[src/hw/rtl/fobs_pkg.sv]
// Shared types, codes and constants of the flash-or-RAM byte store.
`timescale 1ns / 1ps

package fobs_pkg;

    localparam int MEM_BYTES_DEF = 65536;
    localparam int MAX_BURST_DEF = 64;

    localparam int ADDR_W    = 16;
    localparam int LEN_W     = 17;
    localparam int OFF_W     = 16;
    localparam int BYTE_W    = 8;
    localparam int ST_W      = 3;
    localparam int SECT_W    = 17;
    localparam int KIND_W    = 2;
    localparam int CFG_IDX_W = 2;

    localparam logic [BYTE_W-1:0]    ERASED          = 8'hFF;
    localparam logic [SECT_W-1:0]    SECTOR_RESET    = 17'd4096;
    localparam logic [CFG_IDX_W-1:0] CFG_FLASH_MODE  = 2'd0;
    localparam logic [CFG_IDX_W-1:0] CFG_SECTOR_SIZE = 2'd1;

    typedef enum logic [KIND_W-1:0] {
        KIND_READ  = 2'd0,
        KIND_WRITE = 2'd1,
        KIND_ERASE = 2'd2
    } t_kind;

    typedef enum logic [ST_W-1:0] {
        ST_OK         = 3'd0,
        ST_RANGE      = 3'd1,
        ST_ADDR_ALIGN = 3'd2,
        ST_LEN_ALIGN  = 3'd3,
        ST_REFUSED    = 3'd4
    } t_status;

    typedef struct packed {
        logic    capture;
        logic    step;
        logic    mem_we;
        logic    wr_ff;
        logic    use_pos;
        logic    rd_issue;
        logic    wr_begin;
        logic    wr_update;
        logic    div_start;
        logic    div_len;
        logic    emit;
        logic    emit_wr;
        t_status emit_st;
    } t_dp_cmd;

    typedef struct packed {
        t_kind kind;
        logic  in_range;
        logic  len_zero;
        logic  len_gt_burst;
        logic  off_ge_len;
        logic  off_last;
        logic  addr_gt_mem;
        logic  flash;
        logic  sect_zero;
        logic  cnt_one;
        logic  clr_last;
        logic  div_done;
        logic  rem_zero;
    } t_dp_sts;

endpackage

[src/hw/rtl/fobs_ctrl.sv]
// Controller state machine that sequences reads, writes, erases and the clearing pass.
`timescale 1ns / 1ps

module fobs_ctrl import fobs_pkg::*; (
    input  logic    i_clk,
    input  logic    i_rst_n,
    input  logic    i_start,
    input  t_dp_sts i_sts,
    output t_dp_cmd o_cmd,
    output logic    o_busy
);

    typedef enum logic [3:0] {
        S_CLEAR,
        S_IDLE,
        S_DECODE,
        S_READ,
        S_W_CHK,
        S_W_RES,
        S_E_DIVA,
        S_E_DIVL,
        S_FILL
    } t_state;

    t_state r_state;
    t_state n_state;
    logic   r_busy;

    always_comb begin
        n_state       = r_state;
        o_cmd         = '0;
        o_cmd.emit_st = ST_OK;
        unique case (r_state)
            S_CLEAR: begin
                o_cmd.mem_we = 1'b1;
                o_cmd.wr_ff  = 1'b1;
                o_cmd.step   = 1'b1;
                if (i_sts.clr_last) begin
                    n_state = S_IDLE;
                end
            end
            S_IDLE: begin
                if (i_start) begin
                    o_cmd.capture = 1'b1;
                    n_state       = S_DECODE;
                end
            end
            S_DECODE: begin
                unique case (i_sts.kind)
                    KIND_READ: begin
                        if (!i_sts.in_range) begin
                            o_cmd.emit    = 1'b1;
                            o_cmd.emit_st = ST_RANGE;
                            n_state       = S_IDLE;
                        end else if (i_sts.len_gt_burst) begin
                            o_cmd.emit    = 1'b1;
                            o_cmd.emit_st = ST_REFUSED;
                            n_state       = S_IDLE;
                        end else if (i_sts.len_zero) begin
                            n_state = S_IDLE;
                        end else begin
                            n_state = S_READ;
                        end
                    end
                    KIND_WRITE: begin
                        o_cmd.use_pos = 1'b1;
                        if (i_sts.len_zero) begin
                            o_cmd.emit    = 1'b1;
                            o_cmd.emit_st = i_sts.addr_gt_mem ? ST_RANGE : ST_OK;
                            n_state       = S_IDLE;
                        end else begin
                            o_cmd.wr_begin = 1'b1;
                            n_state        = i_sts.off_ge_len ? S_IDLE : S_W_CHK;
                        end
                    end
                    KIND_ERASE: begin
                        if (!i_sts.in_range) begin
                            o_cmd.emit    = 1'b1;
                            o_cmd.emit_st = ST_RANGE;
                            n_state       = S_IDLE;
                        end else if (i_sts.flash) begin
                            if (i_sts.sect_zero) begin
                                o_cmd.emit    = 1'b1;
                                o_cmd.emit_st = ST_ADDR_ALIGN;
                                n_state       = S_IDLE;
                            end else begin
                                o_cmd.div_start = 1'b1;
                                n_state         = S_E_DIVA;
                            end
                        end else if (i_sts.len_zero) begin
                            o_cmd.emit = 1'b1;
                            n_state    = S_IDLE;
                        end else begin
                            n_state = S_FILL;
                        end
                    end
                    default: begin
                        n_state = S_IDLE;
                    end
                endcase
            end
            S_READ: begin
                o_cmd.rd_issue = 1'b1;
                o_cmd.step     = 1'b1;
                if (i_sts.cnt_one) begin
                    n_state = S_IDLE;
                end
            end
            S_W_CHK: begin
                o_cmd.use_pos   = 1'b1;
                o_cmd.wr_update = 1'b1;
                n_state         = i_sts.off_last ? S_W_RES : S_IDLE;
            end
            S_W_RES: begin
                o_cmd.emit    = 1'b1;
                o_cmd.emit_wr = 1'b1;
                n_state       = S_IDLE;
            end
            S_E_DIVA: begin
                if (i_sts.div_done) begin
                    if (!i_sts.rem_zero) begin
                        o_cmd.emit    = 1'b1;
                        o_cmd.emit_st = ST_ADDR_ALIGN;
                        n_state       = S_IDLE;
                    end else begin
                        o_cmd.div_start = 1'b1;
                        o_cmd.div_len   = 1'b1;
                        n_state         = S_E_DIVL;
                    end
                end
            end
            S_E_DIVL: begin
                if (i_sts.div_done) begin
                    if (!i_sts.rem_zero) begin
                        o_cmd.emit    = 1'b1;
                        o_cmd.emit_st = ST_LEN_ALIGN;
                        n_state       = S_IDLE;
                    end else if (i_sts.len_zero) begin
                        o_cmd.emit = 1'b1;
                        n_state    = S_IDLE;
                    end else begin
                        n_state = S_FILL;
                    end
                end
            end
            S_FILL: begin
                o_cmd.mem_we = 1'b1;
                o_cmd.wr_ff  = 1'b1;
                o_cmd.step   = 1'b1;
                if (i_sts.cnt_one) begin
                    o_cmd.emit = 1'b1;
                    n_state    = S_IDLE;
                end
            end
            default: begin
                n_state = S_IDLE;
            end
        endcase
    end

    always_ff @(posedge i_clk) begin
        if (!i_rst_n) begin
            r_state <= S_CLEAR;
            r_busy  <= 1'b1;
        end else begin
            r_state <= n_state;
            r_busy  <= (n_state != S_IDLE);
        end
    end

    assign o_busy = r_busy;

endmodule

[config.mk]
export PLATFORM = sky130hd
export DESIGN_NAME = fobs_ctrl
export DESIGN_NICKNAME = d
export VERILOG_FILES = /design/src/hw/rtl/fobs_pkg.sv /design/src/hw/rtl/fobs_ctrl.sv
export SDC_FILE = /design/constraint.sdc
export NUM_CORES = 1
export LEC_CHECK = 0
export BUFFER_PORTS_ARGS = -buffer_cell sky130_fd_sc_hd__buf_2
export CORE_UTILIZATION = 44
export DETAILED_ROUTE_END_ITERATION = 12
export GPL_TIMING_DRIVEN = 0
export MAX_ROUTING_LAYER = met4
export PLACE_DENSITY = 0.9
export SLEW_MARGIN = 15
export SYNTH_ARGS = -nofsm -noshare
export SYNTH_HDL_FRONTEND = slang
export SYNTH_SLANG_ARGS = --single-unit
[constraint.sdc]
create_clock -name i_clk -period 1.8 [get_ports i_clk]
set_input_delay 0.09 -clock i_clk [delete_from_list [all_inputs] [get_ports i_clk]]
set_output_delay 0.09 -clock i_clk [all_outputs]
set_load 0.005 [all_outputs]
== Yosys cells after proc, flatten, opt, wreduce, memory -nomap -nowiden ==
Cells that the tools add are included.

* Input port bits: 17
* Register bits after elaboration: 5
* Output and inout port bits: 16

* Multiplexer cells: 64
* Equal/unequal tests: 11
* Reductions and logical operators: 5

{| class="wikitable"
|+ Operator list
! kind !! number
|-
| 2-to-1 mux 4 bit || 9
|-
| case mux 4 bit (7 select lines) || 1
|-
| 2-to-1 mux 1 bit || 27
|-
| 2-to-1 mux 2 bit || 12
|-
| 2-to-1 mux 3 bit || 8
|-
| case mux 3 bit (3 select lines) || 2
|-
| == test 4 x 3 -> 1 bit, second input constant || 4
|-
| case mux 4 bit (3 select lines) || 1
|-
| == test 4 x 2 -> 1 bit, second input constant || 2
|-
| case mux 1 bit (5 select lines) || 1
|-
| == test 4 x 1 -> 1 bit, second input constant || 1
|-
| == test 4 bit, second input constant || 1
|-
| logical NOT 4 bit || 1
|-
| inequality test 4 x 1 -> 1 bit, second input constant || 1
|-
| case mux 1 bit (2 select lines) || 2
|-
| OR reduction 2 bit || 2
|-
| case mux 1 bit (3 select lines) || 1
|-
| OR reduction 3 bit || 1
|-
| == test 2 x 1 -> 1 bit, second input constant || 1
|-
| == test 2 bit, second input constant || 1
|-
| logical NOT 2 bit || 1
|}

== Logic depth before layout (Yosys ltp) ==
Gate-level depths: netlist (run 1).

* Word-level depth: 6
* Mapped depth: 6
* Mapped depth without buffers: 5

== Least setup slack after synthesis (run 1) ==
No wires, ideal clock.

* Path kind: register -> register
* Start: reg r_state[0]
* End: reg r_state[1]
* Buffers on the path: 1
* Cell stages (with the launch flop): 7
* Data arrival time: 1.202 ns
* Setup time: 0.115 ns
* Setup slack: 0.483 ns
* Path through: dfxtp_1 buf_2 nor2b_1 a32oi_1 nor2_1 a211o_1 o21a_1

* Longest elaborated chain between the ends: 3
* Elaborated cells between the ends (all ways): 10

{| class="wikitable"
|+ RTL lines
! item !! line !! RTL
|-
| start, declared || fobs_ctrl.sv:25 || <nowiki>t_state r_state;</nowiki>
|-
| start signal, assigned || fobs_ctrl.sv:166 || <nowiki>r_state <= n_state;</nowiki>
|-
| == test 4 bit / == test 4 x 2 -> 1 bit (equally long branches) || fobs_ctrl.sv:33 || <nowiki>unique case (r_state)</nowiki>
|-
| OR reduction 2 bit (no line) || - ||
|-
| case mux 4 bit (7 select lines) * || fobs_ctrl.sv:33 ||
|}

Every way passes the cells marked *; elsewhere a longest branch is shown, timed or not.
A chain may end at the register's enable or synchronous reset.

==> impl_metrics.csv, run 1 <==
group,metric,value,unit
finish,multiInputGateArea,475,um2
clock_network,clockBufferDepth,2,
sta,final.period_utilization,0.953,
global_route,grt_pass1_wl,2460,um
synthesis,ys_ff_latch,5,
floorplan,rows,13,
detailed_routing,vias_per_cell,5.60,
synthesis,post-synth-top-count-cell,"nor2_1",
finish,seqCellArea,100,um2
finish,area_growth,30.9,%
clock_network,clock_sinks,5,
sta,fmax,583,MHz
synthesis,netlist_instances,90,
placement,gp_congestion,0.827,
synthesis,synth_top_area_cell,"dfxtp_1",
worst_setup_path,cp.required,1.71,ns
clock_network,cts_hold_buf,0,
worst_setup_path,r2r_start,"r_state[0]$_SDFF_PN0_",
synthesis,yosys_warnings,0,
global_route,grt_pass1_vias,612,
status,outcome,"finished, final reports clean",
floorplan,ios,33,
run,maxCapViolations,0,
sta,tightest_slew,0.347,ns
sta,slew_violations,0,
pwr,peakVddDrop,0.308,mV
clock_network,cts_resized,0,
finish,diodes,0,
finish,fill_cells,137,
global_route,grt_max_degree,11,
global_route,grt.overflow.total,0,
detailed_routing,routed-via-count,784,
global_route,gr-usage-all-layers,0.225,
detailed_routing,postRouteAntennaNets,0,
synthesis,yosys-top-cells-count,"nor2_1, inv_1, nand2_1",
clock_network,clkSlewWorstSetupHoldPaths,0.04,ns
synthesis,yosysSeqAreaShare,0.155,
sta,grt_setup_unrepaired,"false",
clock_network,root_buffer,"clkbuf_4",
clock_network,clk_latency,0.24,ns
floorplan,die_width,40.3,um
placement,dp_hpwl,1310,um
detailed_routing,first_iter_violations,10,
detailed_routing,post_drt_wl_per_cell,11.5,um
worst_setup_path,crit_fanout,9,
clock_network,post_cts_buffers,0,
worst_setup_path,cp-start-kind,"flip-flop",
floorplan,core-area,0.00133,mm2
sta,hold_violations,0,
worst_setup_path,critPathArrivalTime,1.63,ns
sta,fin_skew,0.00347,ns
synthesis,synth_edf_count,0,
worst_setup_path,crit_start,"r_state[1]$_SDFF_PN0_",
worst_setup_path,critPathKind,"reg -> out",
sta,slew-limit-headroom,0.767,
worst_setup_path,max_stage_delay,0.30,ns
synthesis,synthTopCellsByArea,"dfxtp_1, nor2_1, inv_1",
pwr,leakage,0.000425,uW
worst_setup_path,path_cells,"buf_4 -> nor2b_4 -> nand2_1 -> or2_1 -> o21bai_2 -> buf_2",
detailed_routing,drc_errors,0,
pwr,p_per_area,456,mW/mm2
floorplan,start_util,0.485,
finish,final_nets,143,
synthesis,synth_cell_types,42,
global_route,antenna_found_initial,0,
sta,setup_viol,0,
clock_network,numCtsBuffers,3,
worst_setup_path,r2r_slack,0.36,ns
synthesis,ys.flop_type,"dfxtp_1",
finish,drive_gt1_frac,0.376,
sta,tns,0,ns
min_path,hold_class,"in -> reg",
floorplan,dieArea,0.00163,mm2
synthesis,synthArstFlopShare,0,
finish,utilization,0.635,
worst_setup_path,critPathCaptureType,"primary output",
synthesis,yosys.area.top_type_share,0.155,
min_path,hold_start,"i_rst_n",
synthesis,syn-num-nets,107,
worst_setup_path,critPathSlowestCell,"dfxtp_1",
floorplan,fp.dieH,40.3,um
detailed_routing,routed_wl,1610,um
synthesis,synth_area_per_cell,7.19,um2
sta,fin_crit,1.72,ns
detailed_routing,dr.pass1.iters,4,
clock_network,tritoncts,"done",
synthesis,synth_area,647,um2
placement,numPortBuffers,31,
clock_network,cts.htree.levels,1,
[layer usage]
layer  wire length [um]  GRT usage  vias to the layer above
met2                740      0.401                       29
met1                776      0.272                      350
li1                   -          -                      403
met5                  0          -                        -
met4                  8     0.0250                        0
met3                 82     0.0333                        2
[flip-flops by register name, indices dropped and copies added (netlist names)]
name and cells:
o_busy 1, r_state 4
[worst max-delay path, delay by kind of cell, from the launching register on]
kind	cells	cell delay [ns]
AOI/OAI and AO/OA	1	0.15
buffers and inverters	2	0.29
DFF	1	0.30
and+or+nand+nor	3	0.64
[metrics by stage]
stage	hold WS [ns]	area, um2	worst slack [ns]	cells	power, uW
6_report	0.108	847	0.0849	140	387
2_1_floorplan	0.207	647	0.483	90	207
5_1_grt	0.132	847	0.00477	140	415
3_3_place_gp	0.350	821	0.359	136	258
3_5_place_dp	0.352	821	0.349	136	262
4_1_cts	0.108	847	0.0923	140	388
[cells in the final DEF (no fill, tap or decap), types with 2 or more instances in the layout]
cell type  instances
dfxtp_1            5
o21ai_0            3
a21oi_1            3
nand2b_1           2
nand2_1            6
nor2b_1            4
buf_4              2
o2111ai_1          2
o22ai_1            3
a32oi_1            2
clkbuf_4           3
inv_1              8
buf_2             34
a31oi_1            2
and3_1             2
nand3b_1           2
a211o_1            2
nor2_1            13
nor3_1             2
[cells by family (layout without fill, tap and decap cells)]
family / count (synthesis) / count (layout) / synth area share
AND/OR/NAND/NOR: 44 / 44 / 0.418
buffers and inverters: 14 / 49 / 0.110
AO/OA/AOI/OAI: 26 / 26 / 0.302
flip-flops: 5 / 5 / 0.155
multiplexers: 1 / 1 / 0.0155
[where the power goes]
group / switching, uW / leakage [uW] / total, uW / internal [uW]
logic: 76.2 / 0.000369 / 142 / 65.6
registers: 1.36 / 0.0000409 / 119 / 118
clock network: 42.2 / 0.0000150 / 126 / 83.6
[path summary, 6_finish.rpt]
check | endpoint | cells past startpoint
min reg2reg | r_state[3]$_SDFF_PN0_ | 4
max | o_cmd[6] | 6
min | r_state[1]$_SDFF_PN0_ | 2
max reg2reg | o_busy$_SDFF_PN1_ | 6
[layout make-up]
type	count	share of cell area
buffer	6	0.0487
clock buffer	4	0.0310
inverter	8	0.0355
multi-input combinational	71	0.561
sequential	5	0.118
tap	15	0.0222
timing repair buffer	31	0.183
Power figures use the tool's default switching activity.
==> run 2: changes to the inputs <==
==> constraint.sdc (replaced) <==
create_clock -name i_clk -period 1.75 [get_ports i_clk]
set_input_delay 0.0875 -clock i_clk [delete_from_list [all_inputs] [get_ports i_clk]]
set_output_delay 0.0875 -clock i_clk [all_outputs]
set_load 0.005 [all_outputs]
==> impl_metrics.csv, run 2 (same netlist as run 1, synthesis figures left out) <==
group,metric,value,unit
worst_setup_path,crit_family,"simple AND/OR/NAND/NOR gates",
finish,drive_gt1_frac,0.394,
finish,final_nets,145,
global_route,grt.overflow.total,0,
finish,top_register,"r_state",
sta,fmax,593,MHz
worst_setup_path,critPathArrivalTime,1.60,ns
detailed_routing,post_drt_wl_per_cell,12.0,um
global_route,grt_max_degree,11,
worst_setup_path,crit_fanout,9,
clock_network,root_buffer,"clkbuf_4",
floorplan,rows,13,
finish,largest_reg_flops,4,
worst_setup_path,path_cells,"buf_4 -> nor2b_4 -> nand2_2 -> or2_1 -> o21bai_2 -> buf_2",
clock_network,cts.htree.levels,1,
clock_network,numCtsBuffers,3,
worst_setup_path,max_stage_delay,0.30,ns
finish,utilization,0.648,
worst_setup_path,cp-start-kind,"flip-flop",
min_path,hold_start,"i_rst_n",
sta,setup_viol,0,
global_route,grt_pass1_vias,612,
sta,slew-limit-headroom,0.775,
floorplan,core-area,0.00133,mm2
sta,slew_violations,0,
detailed_routing,first_iter_violations,12,
placement,dp_hpwl,1310,um
placement,dp_cells,136,
worst_setup_path,critPathKind,"reg -> out",
global_route,grt_pass1_wl,2460,um
clock_network,clockBufferDepth,2,
sta,tns,0,ns
min_path,hold_class,"in -> reg",
finish,final_cell_mix,"buf_2, nor2_1, inv_1",
detailed_routing,vias_per_cell,5.68,
placement,numPortBuffers,31,
finish,layout.cells.non_filler,142,
detailed_routing,drc_errors,0,
finish,final_common_cell,"buf_2",
placement,gp_congestion,0.827,
worst_setup_path,cp.required,1.66,ns
detailed_routing,dr.pass1.iters,4,
pwr,p_per_area,464,mW/mm2
floorplan,die_width,40.3,um
detailed_routing,routed_wl,1700,um
pwr,leakage,0.000436,uW
finish,diodes,0,
floorplan,start_util,0.485,
run,maxCapViolations,0,
finish,area_growth,33.7,%
worst_setup_path,cp_num_buf_inv,2,
worst_setup_path,critPathCaptureType,"primary output",
global_route,gr-usage-all-layers,0.225,
status,outcome,"finished, final reports clean",
floorplan,ios,33,
clock_network,clkSlewWorstSetupHoldPaths,0.04,ns
sta,hold_violations,0,
sta,fin_skew,0.00348,ns
sta,final.period_utilization,0.964,
worst_setup_path,crit_start,"r_state[1]$_SDFF_PN0_",
global_route,antenna_found_initial,0,
finish,fill_cells,137,
floorplan,dieArea,0.00163,mm2
worst_setup_path,critPathSlowestCell,"dfxtp_1",
pwr,peakVddDrop,0.316,mV
sta,fin_crit,1.69,ns
sta,tightest_slew,0.336,ns
clock_network,clk_latency,0.24,ns
floorplan,fp.dieH,40.3,um
clock_network,tritoncts,"done",
detailed_routing,routed-via-count,806,
worst_setup_path,r2r_start,"r_state[1]$_SDFF_PN0_",
detailed_routing,postRouteAntennaNets,0,
clock_network,clock_sinks,5,
-- run 2: cell count changes in the layout (fill, tap and decap cells not counted), sizes merged --
cell | previous run | this run
buf | 37 | 39
-- run 2: path summary, 6_finish.rpt --
kind	endpoint	slack [ns]	cells after the start
worst max-delay path	o_cmd[6]	0.06	6
worst min-delay path	r_state[1]$_SDFF_PN0_	0.11	2
worst max register to register	o_busy$_SDFF_PN1_	0.30	7
worst min register to register	r_state[3]$_SDFF_PN0_	0.75	4
-- run 2: layout make-up --
class / instances / area, um2 / area share
Sequential cell: 5 / 100 / 0.116
Multi-Input combinational cell: 71 / 478 / 0.553
Inverter: 8 / 30.0 / 0.0347
Timing Repair Buffer: 33 / 170 / 0.197
Tap cell: 15 / 18.8 / 0.0217
Buffer: 6 / 41.3 / 0.0478
Clock buffer: 4 / 26.3 / 0.0304
-- run 2: layer usage --
layer  vias to the layer above  global-route usage  wire length, um
met2                        43               0.401              781
met4                         0              0.0250               19
met5                         -                   -                0
met1                       355               0.272              778
li1                        404                   -                -
met3                         4              0.0333              121
-- run 2: power by group --
| part | switching [uW] | internal (uW) | leakage (uW) |
|---|---|---|---|
| Sequential | 1.40 | 121 | 0.0000409 |
| Clock | 43.3 | 86.0 | 0.0000150 |
| Combinational | 80.4 | 68.8 | 0.000380 |
-- run 2: what timing repair did --
action                     4_1_cts  5_1_grt
buffers inserted                 0        2
hold buffers                     0        0
setup endpoints to repair        0        2
gates resized for setup          0        1
-- run 2: stage by stage --
step | cell area [um2] | setup WS (ns) | hold slack (ns) | total power (uW)
floorplan | 647 | 0.433 | 0.205 | 213
global placement | 821 | 0.311 | 0.348 | 265
detailed placement | 821 | 0.302 | 0.350 | 269
CTS | 847 | 0.0448 | 0.106 | 399
global route | 865 | -0.00610 | 0.129 | 431
finish | 865 | 0.0634 | 0.107 | 401
-- run 2: worst register-to-register path, cell delays in order (launching register included) --
cell	delay, ns
dfxtp_1	0.29
buf_4	0.16
nor2b_4	0.15
nand3_4	0.13
nor3b_4	0.06
buf_4	0.14
a211oi_1	0.28
nand3b_1	0.11
==> run 3: changes to the inputs <==
--- a/config.mk
+++ b/config.mk
@@ -6,9 +6,10 @@
 export NUM_CORES = 1
 export LEC_CHECK = 0
 export BUFFER_PORTS_ARGS = -buffer_cell sky130_fd_sc_hd__buf_2
+export CAP_MARGIN = 20
 export CORE_UTILIZATION = 44
 export DETAILED_ROUTE_END_ITERATION = 12
-export GPL_TIMING_DRIVEN = 0
+export GPL_TIMING_DRIVEN = 1
 export MAX_ROUTING_LAYER = met4
 export PLACE_DENSITY = 0.9
 export SLEW_MARGIN = 15
==> impl_metrics.csv, run 3 (same netlist as run 1, synthesis figures left out) <==
group,metric,value,unit
sta,hold_violations,0,
floorplan,rows,13,
floorplan,fp.dieH,40.3,um
placement,place_ws,0.181,ns
worst_setup_path,cp-start-kind,"flip-flop",
detailed_routing,postRouteAntennaNets,0,
clock_network,post_cts_buffers,0,
global_route,gr-usage-all-layers,0.230,
detailed_routing,routed-via-count,776,
worst_setup_path,critPathArrivalTime,1.54,ns
worst_setup_path,cp_num_buf_inv,1,
detailed_routing,vias_per_cell,5.66,
sta,slew_violations,0,
global_route,grt_pass1_wl,2460,um
detailed_routing,drc_errors,0,
pwr,leakage,0.000409,uW
clock_network,cts.htree.levels,1,
clock_network,clockBufferDepth,2,
sta,fin_crit,1.63,ns
sta,slew-limit-headroom,0.760,
finish,top_register,"r_state",
status,outcome,"finished, final reports clean",
pwr,p_per_area,480,mW/mm2
min_path,hold_class,"in -> reg",
worst_setup_path,path_cells,"nor2b_4 -> nand2_1 -> or2_1 -> o21bai_2 -> buf_2",
sta,grt_setup_unrepaired,"false",
clock_network,clk_latency,0.25,ns
global_route,grt_pass1_vias,628,
worst_setup_path,crit_fanout,7,
detailed_routing,dr.pass1.iters,4,
pwr,peakVddDrop,0.297,mV
finish,fill_cells,128,
clock_network,numCtsBuffers,3,
finish,final_common_cell,"buf_2",
clock_network,clock_sinks,5,
sta,final.period_utilization,0.929,
sta,setup_viol,0,
finish,largest_reg_flops,4,
worst_setup_path,critPathKind,"reg -> out",
placement,gp_congestion,0.860,
floorplan,die_width,40.3,um
run,maxCapViolations,0,
floorplan,core-area,0.00133,mm2
worst_setup_path,critPathSlowestCell,"dfxtp_1",
sta,fmax,615,MHz
floorplan,start_util,0.485,
placement,dp_hpwl,1290,um
sta,setup_ws,0.124,ns
sta,tightest_slew,0.360,ns
worst_setup_path,max_stage_delay,0.38,ns
worst_setup_path,critPathCaptureType,"primary output",
sta,tns,0,ns
floorplan,ios,33,
finish,diodes,0,
detailed_routing,routed_wl,1640,um
clock_network,root_buffer,"clkbuf_4",
worst_setup_path,cp.required,1.66,ns
global_route,grt.overflow.total,0,
clock_network,tritoncts,"done",
clock_network,clkSlewWorstSetupHoldPaths,0.05,ns
floorplan,dieArea,0.00163,mm2
detailed_routing,first_iter_violations,18,
finish,final_cell_mix,"buf_2, nor2_1, inv_1",
finish,final_nets,140,
worst_setup_path,r2r_slack,0.25,ns
worst_setup_path,crit_family,"simple AND/OR/NAND/NOR gates",
finish,area_growth,27.9,%
sta,fin_skew,0.00580,ns
global_route,grt_max_degree,15,
detailed_routing,post_drt_wl_per_cell,11.9,um
global_route,antenna_found_initial,0,
finish,drive_gt1_frac,0.369,
placement,numPortBuffers,32,
run 3: cell count changes in the layout (fill, tap and decap cells not counted), sizes merged:
cell,before,now
buf,39,34
run 3: metal layers:
layer,global-route usage,wire [um],share of wire
met1,0.282,742,0.45
met2,0.369,751,0.46
met3,0.0500,132,0.081
met4,0.0750,10,0.0061
met5,-,0,0
run 3: metrics by stage:
stage,cells,total power (uW),util,cell area (um2),hold WS (ns)
after floorplan,90,213,-,647,0.205
final,137,397,0.620,827,0.111
after detailed placement,133,262,0.599,800,0.357
after global routing,137,422,0.620,827,0.126
after CTS,137,398,0.619,826,0.113
after global placement,133,259,0.599,800,0.350
run 3: where the power goes:
part           internal, uW  switching, uW
Combinational          61.7           69.2
Clock                  86.3           49.8
Sequential              121           9.20
Total                   269            128
run 3: area by class of cell:
| cell class | count | area, um2 | area share |
|---|---|---|---|
| tap | 15 | 18.8 | 0.0227 |
| timing repair buffer | 34 | 175 | 0.212 |
| inverter | 8 | 30.0 | 0.0363 |
| multi-input combinational | 71 | 475 | 0.575 |
| sequential | 5 | 101 | 0.123 |
| clock buffer | 4 | 26.3 | 0.0318 |
run 3: path summary, 6_finish.rpt:
| path | from | end | cells after the start |
|---|---|---|---|
| worst max-delay path | r_state[3]$_SDFF_PN0_ | o_cmd[6] | 5 |
| worst min-delay path | i_rst_n | r_state[1]$_SDFF_PN0_ | 2 |
| worst max register to register | r_state[0]$_SDFF_PN0_ | o_busy$_SDFF_PN1_ | 5 |
| worst min register to register | r_state[1]$_SDFF_PN0_ | r_state[3]$_SDFF_PN0_ | 4 |
run 3: worst reg2reg max path, stage by stage (launching register included):
cell	delay, ns
dfxtp_1	0.53
nor2_1	0.14
a21oi_1	0.19
nor3b_1	0.08
a211oi_1	0.33
nand3b_1	0.11
run 3: repair_timing:
| action | in CTS | in global routing |
|---|---|---|
| endpoints found under the setup margin | 0 | 1 |
| hold buffers | 0 | 0 |
| gates resized for setup | 0 | 1 |
